File: src/design/yuv2rgb_pkg.sv
`default_nettype none
// ----------------------------------------------------------------------------
// yuv2rgb_pkg
// shared types, widths, register indexes and coefficient tables for the
// yuv to rgb8 pixel converter
// ----------------------------------------------------------------------------
package yuv2rgb_pkg;

    // pipeline depth: three adjust stages, three matrix stages
    localparam int NUM_STAGES = 6;

    localparam int SAMPLE_W  = 16;   // input sample width
    localparam int DIFF_W    = 17;   // sample minus pivot
    localparam int GAIN_W    = 8;    // gain register width
    localparam int PROD_W    = 26;   // difference times gain
    localparam int LEVEL_W   = 14;   // adjusted sample after depth reduction
    localparam int BIAS_W    = 14;   // luma offset / chroma zero
    localparam int CENT_W    = 15;   // centered sample, signed
    localparam int COEF_W    = 19;   // matrix coefficient, signed
    localparam int MPROD_W   = 34;   // centered sample times coefficient
    localparam int ACC_W     = 36;   // matrix row sum
    localparam int SHIFT_W   = 5;    // output shift amount
    localparam int RGB_W     = 8;
    localparam int CFG_IDX_W = 3;
    localparam int CFG_DATA_W = 16;

    typedef enum logic [CFG_IDX_W-1:0] {
        REG_MATRIX_SELECT = 3'd0,
        REG_FULL_RANGE    = 3'd1,
        REG_SAMPLE_BITS   = 3'd2,
        REG_LUMA_SCALE    = 3'd3,
        REG_LUMA_OFFSET   = 3'd4,
        REG_CHROMA_SCALE  = 3'd5,
        REG_CHROMA_OFFSET = 3'd6,
        REG_INVERT_FLAGS  = 3'd7
    } cfg_idx_t;

    typedef enum logic [1:0] {
        MATRIX_BT601  = 2'd0,
        MATRIX_BT709  = 2'd1,
        MATRIX_BT2020 = 2'd2,
        MATRIX_NONE   = 2'd3
    } matrix_t;

    typedef logic signed [COEF_W-1:0] coef_t;

    typedef struct packed {
        coef_t cy;
        coef_t crv;
        coef_t cgu;
        coef_t cgv;
        coef_t cbu;
    } coef_set_t;

    // decoded settings seen by the datapath
    typedef struct packed {
        logic [SAMPLE_W-1:0] mask;
        logic                drop2;
        logic [BIAS_W-1:0]   y_bias;
        logic [BIAS_W-1:0]   c_bias;
        logic [SHIFT_W-1:0]  shift;
        logic [GAIN_W-1:0]   luma_scale;
        logic [SAMPLE_W-1:0] luma_offset;
        logic [GAIN_W-1:0]   chroma_scale;
        logic [SAMPLE_W-1:0] chroma_offset;
        logic                inv_y;
        logic                inv_c;
        coef_set_t           coefs;
    } cfg_t;

    function automatic coef_set_t coef_lookup(input logic [1:0] sel, input logic full);
        coef_set_t c;
        c = '0;
        if (full) begin
            unique case (matrix_t'(sel))
                MATRIX_BT601: begin
                    c = '{19'sd65536, 19'sd91881, -19'sd22553, -19'sd46802, 19'sd116129};
                end
                MATRIX_BT709: begin
                    c = '{19'sd65536, 19'sd103206, -19'sd12276, -19'sd30679, 19'sd121608};
                end
                MATRIX_BT2020: begin
                    c = '{19'sd65536, 19'sd96638, -19'sd10783, -19'sd37444, 19'sd123299};
                end
                default: begin
                    c = '0;
                end
            endcase
        end else begin
            unique case (matrix_t'(sel))
                MATRIX_BT601: begin
                    c = '{19'sd76309, 19'sd104597, -19'sd25675, -19'sd53279, 19'sd132201};
                end
                MATRIX_BT709: begin
                    c = '{19'sd76309, 19'sd117489, -19'sd13975, -19'sd34925, 19'sd138438};
                end
                MATRIX_BT2020: begin
                    c = '{19'sd76309, 19'sd110013, -19'sd12276, -19'sd42626, 19'sd140363};
                end
                default: begin
                    c = '0;
                end
            endcase
        end
        return c;
    endfunction

endpackage
`default_nettype wire

File: src/design/yuv_to_rgb8_pixel_converter_core.sv
`default_nettype none
// ----------------------------------------------------------------------------
// yuv_to_rgb8_pixel_converter_core
// streaming ycbcr to 8-bit rgb converter with luma / chroma gain and inversion
// ----------------------------------------------------------------------------
// Converts one Y/Cb/Cr pixel of 8 to 16 bits per sample into saturated 8-bit
// R, G, B. It takes one pixel per clock unless a stalled output has filled
// the pipeline, holds no state between pixels, and passes each pixel through
// six register stages: sample minus pivot, gain multiply, clamp and
// centering, coefficient multiply, row sum, floor shift and saturation.
// Each stage advances independently when it is empty or its successor moves,
// so a stalled output fills the pipeline bubbles before s_ready drops, and up
// to six pixels are held in flight. Configuration is written through the cfg
// channel (index = register number, data in the low bits) and is always
// ready; registers must only be changed while no pixel is in flight.
// ----------------------------------------------------------------------------
module yuv_to_rgb8_pixel_converter_core (
    input  wire logic                                 aclk,
    input  wire logic                                 aresetn,

    // configuration write channel
    input  wire logic                                 cfg_valid,
    output logic                                      cfg_ready,
    input  wire logic [yuv2rgb_pkg::CFG_IDX_W-1:0]    cfg_index,
    input  wire logic [yuv2rgb_pkg::CFG_DATA_W-1:0]   cfg_data,

    // pixel input
    input  wire logic                                 s_valid,
    output logic                                      s_ready,
    input  wire logic [yuv2rgb_pkg::SAMPLE_W-1:0]     s_y_sample,
    input  wire logic [yuv2rgb_pkg::SAMPLE_W-1:0]     s_u_sample,
    input  wire logic [yuv2rgb_pkg::SAMPLE_W-1:0]     s_v_sample,

    // rgb output
    output logic                                      m_valid,
    input  wire logic                                 m_ready,
    output logic [yuv2rgb_pkg::RGB_W-1:0]             m_red,
    output logic [yuv2rgb_pkg::RGB_W-1:0]             m_green,
    output logic [yuv2rgb_pkg::RGB_W-1:0]             m_blue
);

    yuv2rgb_pkg::cfg_t                            cfg;
    logic [yuv2rgb_pkg::NUM_STAGES-1:0]           stage_en;
    logic signed [yuv2rgb_pkg::CENT_W-1:0]        y_cent;
    logic signed [yuv2rgb_pkg::CENT_W-1:0]        u_cent;
    logic signed [yuv2rgb_pkg::CENT_W-1:0]        v_cent;

    // register file and decode of depth-dependent constants
    yuv2rgb_cfg u_cfg (
        .aclk      (aclk),
        .aresetn   (aresetn),
        .cfg_valid (cfg_valid),
        .cfg_ready (cfg_ready),
        .cfg_index (cfg_index),
        .cfg_data  (cfg_data),
        .cfg       (cfg)
    );

    // stage valid bits and advance enables
    yuv2rgb_ctrl u_ctrl (
        .aclk      (aclk),
        .aresetn   (aresetn),
        .in_valid  (s_valid),
        .out_ready (m_ready),
        .stage_en  (stage_en),
        .out_valid (m_valid)
    );

    // a transaction is taken whenever the first stage can load
    assign s_ready = stage_en[0];

    // luma adjust, stages 0..2
    yuv2rgb_adjust u_adj_y (
        .aclk     (aclk),
        .en       (stage_en[2:0]),
        .sample   (s_y_sample),
        .pivot    (cfg.luma_offset),
        .gain     (cfg.luma_scale),
        .inv      (cfg.inv_y),
        .mask     (cfg.mask),
        .drop2    (cfg.drop2),
        .bias     (cfg.y_bias),
        .centered (y_cent)
    );

    // chroma adjust, shared gain and pivot
    yuv2rgb_adjust u_adj_u (
        .aclk     (aclk),
        .en       (stage_en[2:0]),
        .sample   (s_u_sample),
        .pivot    (cfg.chroma_offset),
        .gain     (cfg.chroma_scale),
        .inv      (cfg.inv_c),
        .mask     (cfg.mask),
        .drop2    (cfg.drop2),
        .bias     (cfg.c_bias),
        .centered (u_cent)
    );

    yuv2rgb_adjust u_adj_v (
        .aclk     (aclk),
        .en       (stage_en[2:0]),
        .sample   (s_v_sample),
        .pivot    (cfg.chroma_offset),
        .gain     (cfg.chroma_scale),
        .inv      (cfg.inv_c),
        .mask     (cfg.mask),
        .drop2    (cfg.drop2),
        .bias     (cfg.c_bias),
        .centered (v_cent)
    );

    // color matrix, stages 3..5; last stage is the output register
    yuv2rgb_matrix u_matrix (
        .aclk   (aclk),
        .en     (stage_en[5:3]),
        .y_cent (y_cent),
        .u_cent (u_cent),
        .v_cent (v_cent),
        .coefs  (cfg.coefs),
        .shift  (cfg.shift),
        .red    (m_red),
        .green  (m_green),
        .blue   (m_blue)
    );

endmodule
`default_nettype wire

File: src/design/yuv2rgb_cfg.sv
`default_nettype none
// ----------------------------------------------------------------------------
// yuv2rgb_cfg
// configuration registers and decode of depth, offsets, shift and matrix
// ----------------------------------------------------------------------------
module yuv2rgb_cfg (
    input  wire logic                                 aclk,
    input  wire logic                                 aresetn,
    input  wire logic                                 cfg_valid,
    output logic                                      cfg_ready,
    input  wire logic [yuv2rgb_pkg::CFG_IDX_W-1:0]    cfg_index,
    input  wire logic [yuv2rgb_pkg::CFG_DATA_W-1:0]   cfg_data,
    output yuv2rgb_pkg::cfg_t                         cfg
);

    logic [1:0]  matrix_select_reg;
    logic        full_range_reg;
    logic [4:0]  sample_bits_reg;
    logic [7:0]  luma_scale_reg;
    logic [15:0] luma_offset_reg;
    logic [7:0]  chroma_scale_reg;
    logic [15:0] chroma_offset_reg;
    logic [1:0]  invert_flags_reg;

    logic [4:0]  bits_c;
    logic [4:0]  eff;
    logic [2:0]  pow;
    logic        drop2;

    assign cfg_ready = 1'b1;

    always_ff @(posedge aclk) begin
        if (!aresetn) begin
            matrix_select_reg <= 2'd1;
            full_range_reg    <= 1'b0;
            sample_bits_reg   <= 5'd8;
            luma_scale_reg    <= 8'd1;
            luma_offset_reg   <= 16'd0;
            chroma_scale_reg  <= 8'd1;
            chroma_offset_reg <= 16'd0;
            invert_flags_reg  <= 2'd0;
        end else if (cfg_valid) begin
            unique case (yuv2rgb_pkg::cfg_idx_t'(cfg_index))
                yuv2rgb_pkg::REG_MATRIX_SELECT: matrix_select_reg <= cfg_data[1:0];
                yuv2rgb_pkg::REG_FULL_RANGE:    full_range_reg    <= cfg_data[0];
                yuv2rgb_pkg::REG_SAMPLE_BITS:   sample_bits_reg   <= cfg_data[4:0];
                yuv2rgb_pkg::REG_LUMA_SCALE:    luma_scale_reg    <= cfg_data[7:0];
                yuv2rgb_pkg::REG_LUMA_OFFSET:   luma_offset_reg   <= cfg_data;
                yuv2rgb_pkg::REG_CHROMA_SCALE:  chroma_scale_reg  <= cfg_data[7:0];
                yuv2rgb_pkg::REG_CHROMA_OFFSET: chroma_offset_reg <= cfg_data;
                yuv2rgb_pkg::REG_INVERT_FLAGS:  invert_flags_reg  <= cfg_data[1:0];
                default: begin
                end
            endcase
        end
    end

    // depth clamped to 8..16, two lsbs dropped above 14
    always_comb begin
        if (sample_bits_reg < 5'd8) begin
            bits_c = 5'd8;
        end else if (sample_bits_reg > 5'd16) begin
            bits_c = 5'd16;
        end else begin
            bits_c = sample_bits_reg;
        end
        drop2 = (bits_c > 5'd14);
        eff   = drop2 ? (bits_c - 5'd2) : bits_c;
        pow   = 3'(eff - 5'd8);

        cfg.mask          = 16'((17'd1 << bits_c) - 17'd1);
        cfg.drop2         = drop2;
        cfg.y_bias        = full_range_reg ? 14'd0 : (14'd16 << pow);
        cfg.c_bias        = 14'd128 << pow;
        cfg.shift         = eff + 5'd8;
        cfg.luma_scale    = luma_scale_reg;
        cfg.luma_offset   = luma_offset_reg;
        cfg.chroma_scale  = chroma_scale_reg;
        cfg.chroma_offset = chroma_offset_reg;
        cfg.inv_y         = invert_flags_reg[0];
        cfg.inv_c         = invert_flags_reg[1];
        cfg.coefs         = yuv2rgb_pkg::coef_lookup(matrix_select_reg, full_range_reg);
    end

endmodule
`default_nettype wire

File: src/design/yuv2rgb_ctrl.sv
`default_nettype none
// ----------------------------------------------------------------------------
// yuv2rgb_ctrl
// stage valid bits and per-stage advance enables with bubble collapsing
// ----------------------------------------------------------------------------
module yuv2rgb_ctrl (
    input  wire logic                                 aclk,
    input  wire logic                                 aresetn,
    input  wire logic                                 in_valid,
    input  wire logic                                 out_ready,
    output logic [yuv2rgb_pkg::NUM_STAGES-1:0]        stage_en,
    output logic                                      out_valid
);

    localparam int N = yuv2rgb_pkg::NUM_STAGES;

    logic [N-1:0] valid_reg;
    logic [N-1:0] valid_next;
    logic [N:0]   en_chain;

    // a stage loads when it is empty or its content moves on
    always_comb begin
        en_chain[N] = out_ready;
        for (int k = N - 1; k >= 0; k--) begin
            en_chain[k] = ~valid_reg[k] | en_chain[k+1];
        end
        for (int k = 0; k < N; k++) begin
            if (en_chain[k]) begin
                valid_next[k] = (k == 0) ? in_valid : valid_reg[(k == 0) ? 0 : k - 1];
            end else begin
                valid_next[k] = valid_reg[k];
            end
        end
    end

    always_ff @(posedge aclk) begin
        if (!aresetn) begin
            valid_reg <= '0;
        end else begin
            valid_reg <= valid_next;
        end
    end

    assign stage_en  = en_chain[N-1:0];
    assign out_valid = valid_reg[N-1];

endmodule
`default_nettype wire

File: src/design/yuv2rgb_adjust.sv
`default_nettype none
// ----------------------------------------------------------------------------
// yuv2rgb_adjust
// three-stage gain / inversion around a pivot, clamp, depth reduction and
// centering of one sample
// ----------------------------------------------------------------------------
module yuv2rgb_adjust (
    input  wire logic                                     aclk,
    input  wire logic [2:0]                               en,
    input  wire logic [yuv2rgb_pkg::SAMPLE_W-1:0]         sample,
    input  wire logic [yuv2rgb_pkg::SAMPLE_W-1:0]         pivot,
    input  wire logic [yuv2rgb_pkg::GAIN_W-1:0]           gain,
    input  wire logic                                     inv,
    input  wire logic [yuv2rgb_pkg::SAMPLE_W-1:0]         mask,
    input  wire logic                                     drop2,
    input  wire logic [yuv2rgb_pkg::BIAS_W-1:0]           bias,
    output logic signed [yuv2rgb_pkg::CENT_W-1:0]         centered
);

    localparam int DW = yuv2rgb_pkg::DIFF_W;
    localparam int PW = yuv2rgb_pkg::PROD_W;
    localparam int SW = yuv2rgb_pkg::SAMPLE_W;
    localparam int LW = yuv2rgb_pkg::LEVEL_W;
    localparam int CW = yuv2rgb_pkg::CENT_W;

    logic signed [DW-1:0] diff;
    logic signed [DW-1:0] diff_next;
    logic signed [DW-1:0] diff_reg;
    logic signed [PW-1:0] prod_next;
    logic signed [PW-1:0] prod_reg;
    logic signed [PW-1:0] sum;
    logic [SW-1:0]        clamped;
    logic [SW-1:0]        level;
    logic signed [CW-1:0] cent_next;
    logic signed [CW-1:0] cent_reg;

    // stage 0: masked sample minus pivot, optional negate
    always_comb begin
        diff      = $signed({1'b0, sample & mask}) - $signed({1'b0, pivot});
        diff_next = inv ? -diff : diff;
    end

    // stage 1: gain
    assign prod_next = diff_reg * $signed({1'b0, gain});

    // stage 2: pivot back, clamp, drop lsbs, center
    always_comb begin
        sum = prod_reg + $signed({{(PW - SW){1'b0}}, pivot});
        if (sum < 0) begin
            clamped = '0;
        end else if (sum > $signed({{(PW - SW){1'b0}}, mask})) begin
            clamped = mask;
        end else begin
            clamped = sum[SW-1:0];
        end
        level     = drop2 ? {2'b00, clamped[SW-1:2]} : clamped;
        cent_next = $signed({1'b0, level[LW-1:0]}) - $signed({1'b0, bias});
    end

    always_ff @(posedge aclk) begin
        if (en[0]) begin
            diff_reg <= diff_next;
        end
        if (en[1]) begin
            prod_reg <= prod_next;
        end
        if (en[2]) begin
            cent_reg <= cent_next;
        end
    end

    assign centered = cent_reg;

endmodule
`default_nettype wire

File: src/design/yuv2rgb_matrix.sv
`default_nettype none
// ----------------------------------------------------------------------------
// yuv2rgb_matrix
// three-stage color matrix: products, row sums, floor shift and saturation
// ----------------------------------------------------------------------------
module yuv2rgb_matrix (
    input  wire logic                                     aclk,
    input  wire logic [2:0]                               en,
    input  wire logic signed [yuv2rgb_pkg::CENT_W-1:0]    y_cent,
    input  wire logic signed [yuv2rgb_pkg::CENT_W-1:0]    u_cent,
    input  wire logic signed [yuv2rgb_pkg::CENT_W-1:0]    v_cent,
    input  wire yuv2rgb_pkg::coef_set_t                   coefs,
    input  wire logic [yuv2rgb_pkg::SHIFT_W-1:0]          shift,
    output logic [yuv2rgb_pkg::RGB_W-1:0]                 red,
    output logic [yuv2rgb_pkg::RGB_W-1:0]                 green,
    output logic [yuv2rgb_pkg::RGB_W-1:0]                 blue
);

    localparam int MW = yuv2rgb_pkg::MPROD_W;
    localparam int AW = yuv2rgb_pkg::ACC_W;
    localparam int RW = yuv2rgb_pkg::RGB_W;

    logic signed [MW-1:0] p_y_next, p_rv_next, p_gu_next, p_gv_next, p_bu_next;
    logic signed [MW-1:0] p_y_reg, p_rv_reg, p_gu_reg, p_gv_reg, p_bu_reg;
    logic signed [AW-1:0] acc_r_next, acc_g_next, acc_b_next;
    logic signed [AW-1:0] acc_r_reg, acc_g_reg, acc_b_reg;
    logic signed [AW-1:0] sh_r, sh_g, sh_b;
    logic [RW-1:0]        red_next, green_next, blue_next;
    logic [RW-1:0]        red_reg, green_reg, blue_reg;

    function automatic logic [RW-1:0] sat8(input logic signed [AW-1:0] x);
        logic [RW-1:0] r;
        if (x < 0) begin
            r = '0;
        end else if (x > $signed(AW'(255))) begin
            r = '1;
        end else begin
            r = x[RW-1:0];
        end
        return r;
    endfunction

    // stage 3: one multiplier per coefficient
    assign p_y_next  = y_cent * coefs.cy;
    assign p_rv_next = v_cent * coefs.crv;
    assign p_gu_next = u_cent * coefs.cgu;
    assign p_gv_next = v_cent * coefs.cgv;
    assign p_bu_next = u_cent * coefs.cbu;

    // stage 4: row sums
    assign acc_r_next = AW'(p_y_reg) + AW'(p_rv_reg);
    assign acc_g_next = AW'(p_y_reg) + AW'(p_gu_reg) + AW'(p_gv_reg);
    assign acc_b_next = AW'(p_y_reg) + AW'(p_bu_reg);

    // stage 5: arithmetic shift rounds toward minus infinity, then saturate
    always_comb begin
        sh_r       = acc_r_reg >>> shift;
        sh_g       = acc_g_reg >>> shift;
        sh_b       = acc_b_reg >>> shift;
        red_next   = sat8(sh_r);
        green_next = sat8(sh_g);
        blue_next  = sat8(sh_b);
    end

    always_ff @(posedge aclk) begin
        if (en[0]) begin
            p_y_reg  <= p_y_next;
            p_rv_reg <= p_rv_next;
            p_gu_reg <= p_gu_next;
            p_gv_reg <= p_gv_next;
            p_bu_reg <= p_bu_next;
        end
        if (en[1]) begin
            acc_r_reg <= acc_r_next;
            acc_g_reg <= acc_g_next;
            acc_b_reg <= acc_b_next;
        end
        if (en[2]) begin
            red_reg   <= red_next;
            green_reg <= green_next;
            blue_reg  <= blue_next;
        end
    end

    assign red   = red_reg;
    assign green = green_reg;
    assign blue  = blue_reg;

endmodule
`default_nettype wire

File: config.mk
export PLATFORM = sky130hd
export DESIGN_NAME = yuv_to_rgb8_pixel_converter_core
export DESIGN_NICKNAME = d
export VERILOG_FILES = /design/src/design/yuv2rgb_pkg.sv /design/src/design/yuv_to_rgb8_pixel_converter_core.sv /design/src/design/yuv2rgb_cfg.sv /design/src/design/yuv2rgb_ctrl.sv /design/src/design/yuv2rgb_adjust.sv /design/src/design/yuv2rgb_matrix.sv
export SDC_FILE = /design/constraint.sdc
export NUM_CORES = 2
export LEC_CHECK = 0
export ABC_AREA = 1
export BUFFER_PORTS_ARGS = -buffer_cell sky130_fd_sc_hd__buf_4
export CAP_MARGIN = 20
export CORE_ASPECT_RATIO = 1.2
export CORE_MARGIN = 3
export CORE_UTILIZATION = 55
export DETAILED_ROUTE_END_ITERATION = 7
export PLACE_DENSITY = 0.71
export SKIP_CTS_REPAIR_TIMING = 1
export SLEW_MARGIN = 20
export SYNTH_ARGS = -nofsm -noshare
export SYNTH_HDL_FRONTEND = slang
export SYNTH_HIERARCHICAL = 1
export SYNTH_SLANG_ARGS = --single-unit
File: constraint.sdc
create_clock -name aclk -period 12 [get_ports aclk]
set_input_delay 0.6 -clock aclk [delete_from_list [all_inputs] [get_ports aclk]]
set_output_delay 0.6 -clock aclk [all_outputs]
set_load 0.005 [all_outputs]
### Word-level counts from Yosys, hierarchy flattened

Cells that the tools add are included.

| word-level totals | value |
|---|---|
| flip-flop bits (word level) | 540 |
| input port bits | 72 |
| output and inout port bits | 27 |

| operators by class | value |
|---|---|
| $add $sub $neg | 20 |
| multipliers | 8 |
| magnitude comparators | 15 |
| equal/unequal tests | 9 |
| shift-type cells | 6 |
| muxes and demuxes | 22 |
| bitwise logic cells | 15 |
| reduce and logical (&&, ||, !) cells | 10 |

Operators by type and width:

| cell | count |
|---|---|
| $pmux 93 s3 | 2 |
| $mul 15x19->34 | 4 |
| $gt 36x9->1 const B | 3 |
| $lt 36x1->1 const B | 3 |
| $sshr 36x5->36 | 3 |
| $add 34x34->35 | 3 |
| $mux 16 | 6 |
| $mux 93 | 1 |
| $add 26x17->26 | 3 |
| $gt 26x17->1 | 3 |
| $lt 26x1->1 const B | 3 |
| $mul 17x9->26 | 3 |
| $mux 14 | 4 |
| $mux 17 | 3 |
| $neg 17->17 | 3 |
| $sub 16x16->17 | 3 |
| $and 16x16->16 | 3 |
| $sub 14x14->15 | 3 |
| $add 35x34->36 | 1 |
| $mul 15x18->33 | 1 |
| $mux 8 | 3 |
| $reduce_and 2->1 | 8 |
| $shl 1x5->16 const A | 1 |
| $sub 16x1->16 const B | 1 |
| other kinds (18) | 34 |

### Longest topological paths before layout

| logic depth | value |
|---|---|
| depth in word-level cells | 10 |
| depth in mapped cells | 38 |
| depth with buffers taken out | 38 |

### Cells and area by module

The synthesis kept the hierarchy.

Modules (own cells, without submodules):

| module | times used | cells an instance | area an instance (um2) | sequential area each (um2) |
|---|---|---|---|---|
| yuv2rgb_matrix | 1 | 9390 | 74614.1 | 9008.6 |
| yuv2rgb_adjust at u_adj_v ... | 2 | 1547 | 11162.0 | 1741.7 |
| yuv2rgb_adjust at u_adj_u | 1 | 1525 | 11068.1 | 1741.7 |
| yuv2rgb_cfg | 1 | 473 | 3301.9 | 1161.1 |
| yuv2rgb_ctrl | 1 | 26 | 269.0 | 120.1 |

### Worst setup path after synthesis

Ideal clock, no wire load.

| timing path | value |
|---|---|
| kind | reg-to-reg |
| from | reg u_cfg.matrix_select_reg[0] |
| to | reg u_matrix.p_gv_reg[27], data pin |
| data arrival time | 6.513 ns |
| data required time | 11.741 ns |
| slack | 5.228 ns |
| cell stages (with the launch flop) | 29 |
| path buffers | 2 |
| clock period less this slack | 6.772 ns |
| path through | dfxtp_1 > ha_1 > nor2_1 > nand2_1 > nand2_1 > buf_4 > clkbuf_1 > nand2_1 > fa_1 > fa_1 > inv_1 > fa_1 > inv_1 > fa_1 > inv_1 > fa_1 > inv_1 > fa_1 > inv_1 > ha_1 > a21oi_1 > o21ai_0 > nand2_1 > o211ai_1 > a21oi_1 > nor2_1 > nand2_1 > nand2_1 > xor2_1 |

RTL lines:

| item | line | RTL |
|---|---|---|
| from (decl) | yuv2rgb_cfg.sv:16 | `logic [1:0] matrix_select_reg;` |
| from (signal assigned) | yuv2rgb_cfg.sv:44 | `yuv2rgb_pkg::REG_MATRIX_SELECT: matrix_select_reg <= cfg_data[1:0];` |
| to (signal assigned) | yuv2rgb_matrix.sv:70 | `p_gv_reg <= p_gv_next;` |
| to (decl) | yuv2rgb_matrix.sv:24 | `logic signed [MW-1:0] p_y_reg, p_rv_reg, p_gu_reg, p_gv_reg, p_bu_reg;` |

### Final worst setup path

| timing path | value |
|---|---|
| from | reg u_cfg.matrix_select_reg[1] |
| to | reg u_matrix.p_rv_reg[28], data pin |

| on the way | value |
|---|---|
| longest elaborated chain between the ends | 4 |

Ends and longest elaborated chain:

| item | line | RTL |
|---|---|---|
| $eq 2x2->1 (tied with other cells) | yuv2rgb_pkg.sv:75, yuv2rgb_pkg.sv:90 |  |
| $pmux 93 s3, on equally long branches | yuv2rgb_pkg.sv:90, yuv2rgb_pkg.sv:75 |  |
| $mux 93 (*) | yuv2rgb_pkg.sv:74 | `if (full) begin` |
| $mul 15x19->34 (*) | yuv2rgb_matrix.sv:45 | `assign p_rv_next = v_cent * coefs.crv;` |
| via u_matrix.p_rv_next[28] | yuv2rgb_matrix.sv:23 | `logic signed [MW-1:0] p_y_next, p_rv_next, p_gu_next, p_gv_next, p_bu_next;` |
| to (signal assigned) | yuv2rgb_matrix.sv:68 | `p_rv_reg <= p_rv_next;` |
| to (decl) | yuv2rgb_matrix.sv:24 |  |

The timed path passes the listed nets; every way through them passes the cells marked *.
A chain may end at the register's enable or synchronous reset.

==> flow_summary.json <==
{
  "setup_viol": 0,
  "max_freq_mhz": 115,
  "synth_top_family_by_area": "adder cells",
  "dp_hpwl_mm": 242,
  "arrival_ns": 9.16,
  "htree_levels": 3,
  "dpl_worst_slack_ns": 3.35,
  "required_ns": 12.46,
  "synth_fa_ha_area_share_pct": 41.4,
  "slowest_stage": "ha_1",
  "vias": 89200,
  "cts_tree": "done",
  "clock_latency_ns": 0.71,
  "slew_headroom_pct": 27.6,
  "crit_fanout": 34,
  "ios": 99,
  "hold_start": "cfg_data[8]",
  "period_share_pct": 72.6,
  "r2r-start": "u_cfg/matrix_select_reg[1]",
  "gp_congestion": 0.978,
  "synth-simple-area-share_pct": 19.7,
  "synth_edf_count": 474,
  "hold_path_class": "input pin to flop",
  "grt.busiest_layer": "met2",
  "dr.pass1.iters": 8,
  "die_w_microns": 417,
  "cp-startpoint": "u_cfg/matrix_select_reg[1]",
  "maxCapViolCount": 0,
  "clkSlewWorstSetupHoldPaths_ns": 0.06,
  "synthesis.instances": 14500,
  "drt_iter0_drc": 5745,
  "synth-seq-area-share_pct": 13.9,
  "final_antenna_net_count": 0,
  "rsz0062_at_grt": "false",
  "drt-vias-per-instance": 5.25,
  "avgRoutedWirePerCell_microns": 17.7,
  "slew_violations": 0,
  "fillers": 18800,
  "critPathLaunchType": "flop",
  "io_buffers": 97,
  "synth.most_common_cell": "nand2_1",
  "final_nets": 17000,
  "cts-root-buf": "clkbuf_16",
  "syn_area_sq_um": 112000,
  "end_kind": "flop",
  "rows": 180,
  "synth_common_cells": "nand2_1 (3710), inv_1 (3689), fa_1 (1740)",
  "met1_usage_pct": 34.2,
  "initial_core_util_pct": 55.5,
  "overflow": 0,
  "grt_pass1_wl_mm": 483,
  "yosys.area.top_type": "fa_1",
  "grt_max_degree": 123,
  "syn_avg_cell_area_sq_um": 7.69,
  "worst_pin_slew_ns": 1.09,
  "numCtsBuffers": 69,
  "slowest_delay_ns": 0.78,
  "synth_compound_area_share_pct": 6.15,
  "core_area_sq_um": 201000,
  "register_area_sq_um": 15500,
  "critPathKind": "flop to flop",
  "clock_path_buffers": 3,
  "dieArea_sq_um": 208000,
  "setup_tns_ns": 0,
  "synth-xor-area-share_pct": 4.02,
  "run_status": "complete, no violations",
  "drive_gt1_share_pct": 3.97,
  "ys_ff_latch": 538,
  "multi_input_area_sq_um": 79700,
  "cts_sinks": 538,
  "gr-usage-all-layers_pct": 29.3,
  "grt_pass1_vias": 92200,
  "antenna_found_initial": 10,
  "ys_types": 69,
  "min_period_ns": 8.71,
  "drc_errors": 0,
  "hold_viol": 0,
  "synthTopCellsByArea": "fa_1 (31%), edfxtp_1 (13%), nand2_1 (12%)",
  "layout_setup_ws_ns": 3.29,
  "grt.met3_usage_pct": 4.55,
  "finClkSkew_ns": 0.0227,
  "synthFlopType": "edfxtp_1",
  "grt_util_met2_pct": 52.0,
  "largest_register_ffs": 36,
  "synth_mux_area_share_pct": 0.0179,
  "whs_ns": 0.169,
  "synth.yosys.warnings": 6,
  "die_height_microns": 499,
  "wl_mm": 300,
  "synth_top_area_share_pct": 31.2,
  "syn_to_final_growth_pct": 4.39,
  "synthArstFlopShare_pct": 0
}
path summary, 6_finish.rpt:
path / to / slack (ns) / depth (start not counted)
worst max-delay path: u_matrix/p_rv_reg[28] / 3.29 / 27
worst min-delay path: u_cfg/chroma_offset_reg[8] / 0.17 / 3
worst max register to register: u_matrix/p_rv_reg[28] / 3.29 / 27
worst min register to register: u_cfg/chroma_scale_reg[0] / 0.48 / 2
layout by cell type, fill, tap and decap left out, drive strengths merged, types with 12 or more instances in the layout:
cell / netlist / routed
nor3: 70 / 70
a211oi: 19 / 19
edfxtp: 474 / 474
or2: 31 / 31
nand3: 607 / 607
fa: 1740 / 1740
a21boi: 27 / 27
nand3b: 17 / 17
xnor2: 182 / 182
a21o: 60 / 60
nand2: 3763 / 3763
nor2: 714 / 714
o21bai: 59 / 59
o211ai: 30 / 30
ha: 904 / 904
nand4: 96 / 96
a21oi: 517 / 517
xor2: 327 / 327
o22ai: 12 / 12
clkbuf: 345 / 88
inv: 3738 / 3743
o21a: 18 / 18
dfxtp: 64 / 64
a31oi: 34 / 34
conb: 2 / 36
clkinv: 8 / 35
o21ai: 384 / 384
nor4: 24 / 24
buf: 191 / 210
metrics by stage:
step	utilization, %	cell area (sq um)	std cells
after global routing	57.9	116000	17000
final	57.9	116000	17000
after detailed placement	56.8	114000	16900
after floorplan	-	112000	14500
after global placement	56.8	114000	16900
after CTS	57.9	116000	17000
critical path: cells and delay by family (launching register included):
kind | cells | cell delay (ns)
adder cells (fa/ha/maj) | 8 | 4.16
AO/OA/AOI/OAI | 4 | 1.03
AND/OR/NAND/NOR | 8 | 1.60
flip-flops | 1 | 0.34
buffers and inverters | 6 | 1.12
XOR/XNOR | 1 | 0.15
cell type report:
cell class | instances | share of cell area, %
antenna | 6 | 0.0129
clock buffer | 88 | 1.64
clock inverter | 39 | 0.319
inverter | 3746 | 12.1
multi-input combinational | 9721 | 68.4
sequential | 538 | 13.3
tap | 2639 | 2.83
timing repair buffer | 210 | 1.36
logic make-up (layout without fill, tap and decap cells):
family,Yosys count,after routing
AO/OA/AOI/OAI,1200,1200
multiplexers,2,2
buffers and inverters,4283,4083
other,2,42
AND/OR/NAND/NOR,5330,5330
flip-flops,538,538
adder cells (fa/ha/maj),2644,2644
XOR/XNOR,509,509
layer usage:
metal / routed length, microns / up-vias / part of all wire, %
li1: - / 42800 / -
met2: 150000 / 2612 / 50
met5: 97 / - / 0.032
met1: 115000 / 43000 / 38
met3: 17600 / 759 / 5.9
met4: 18400 / 14 / 6.1
Power is not shown: default switching activity piles up to over one toggle a cycle in this logic, so the estimate is an artifact.
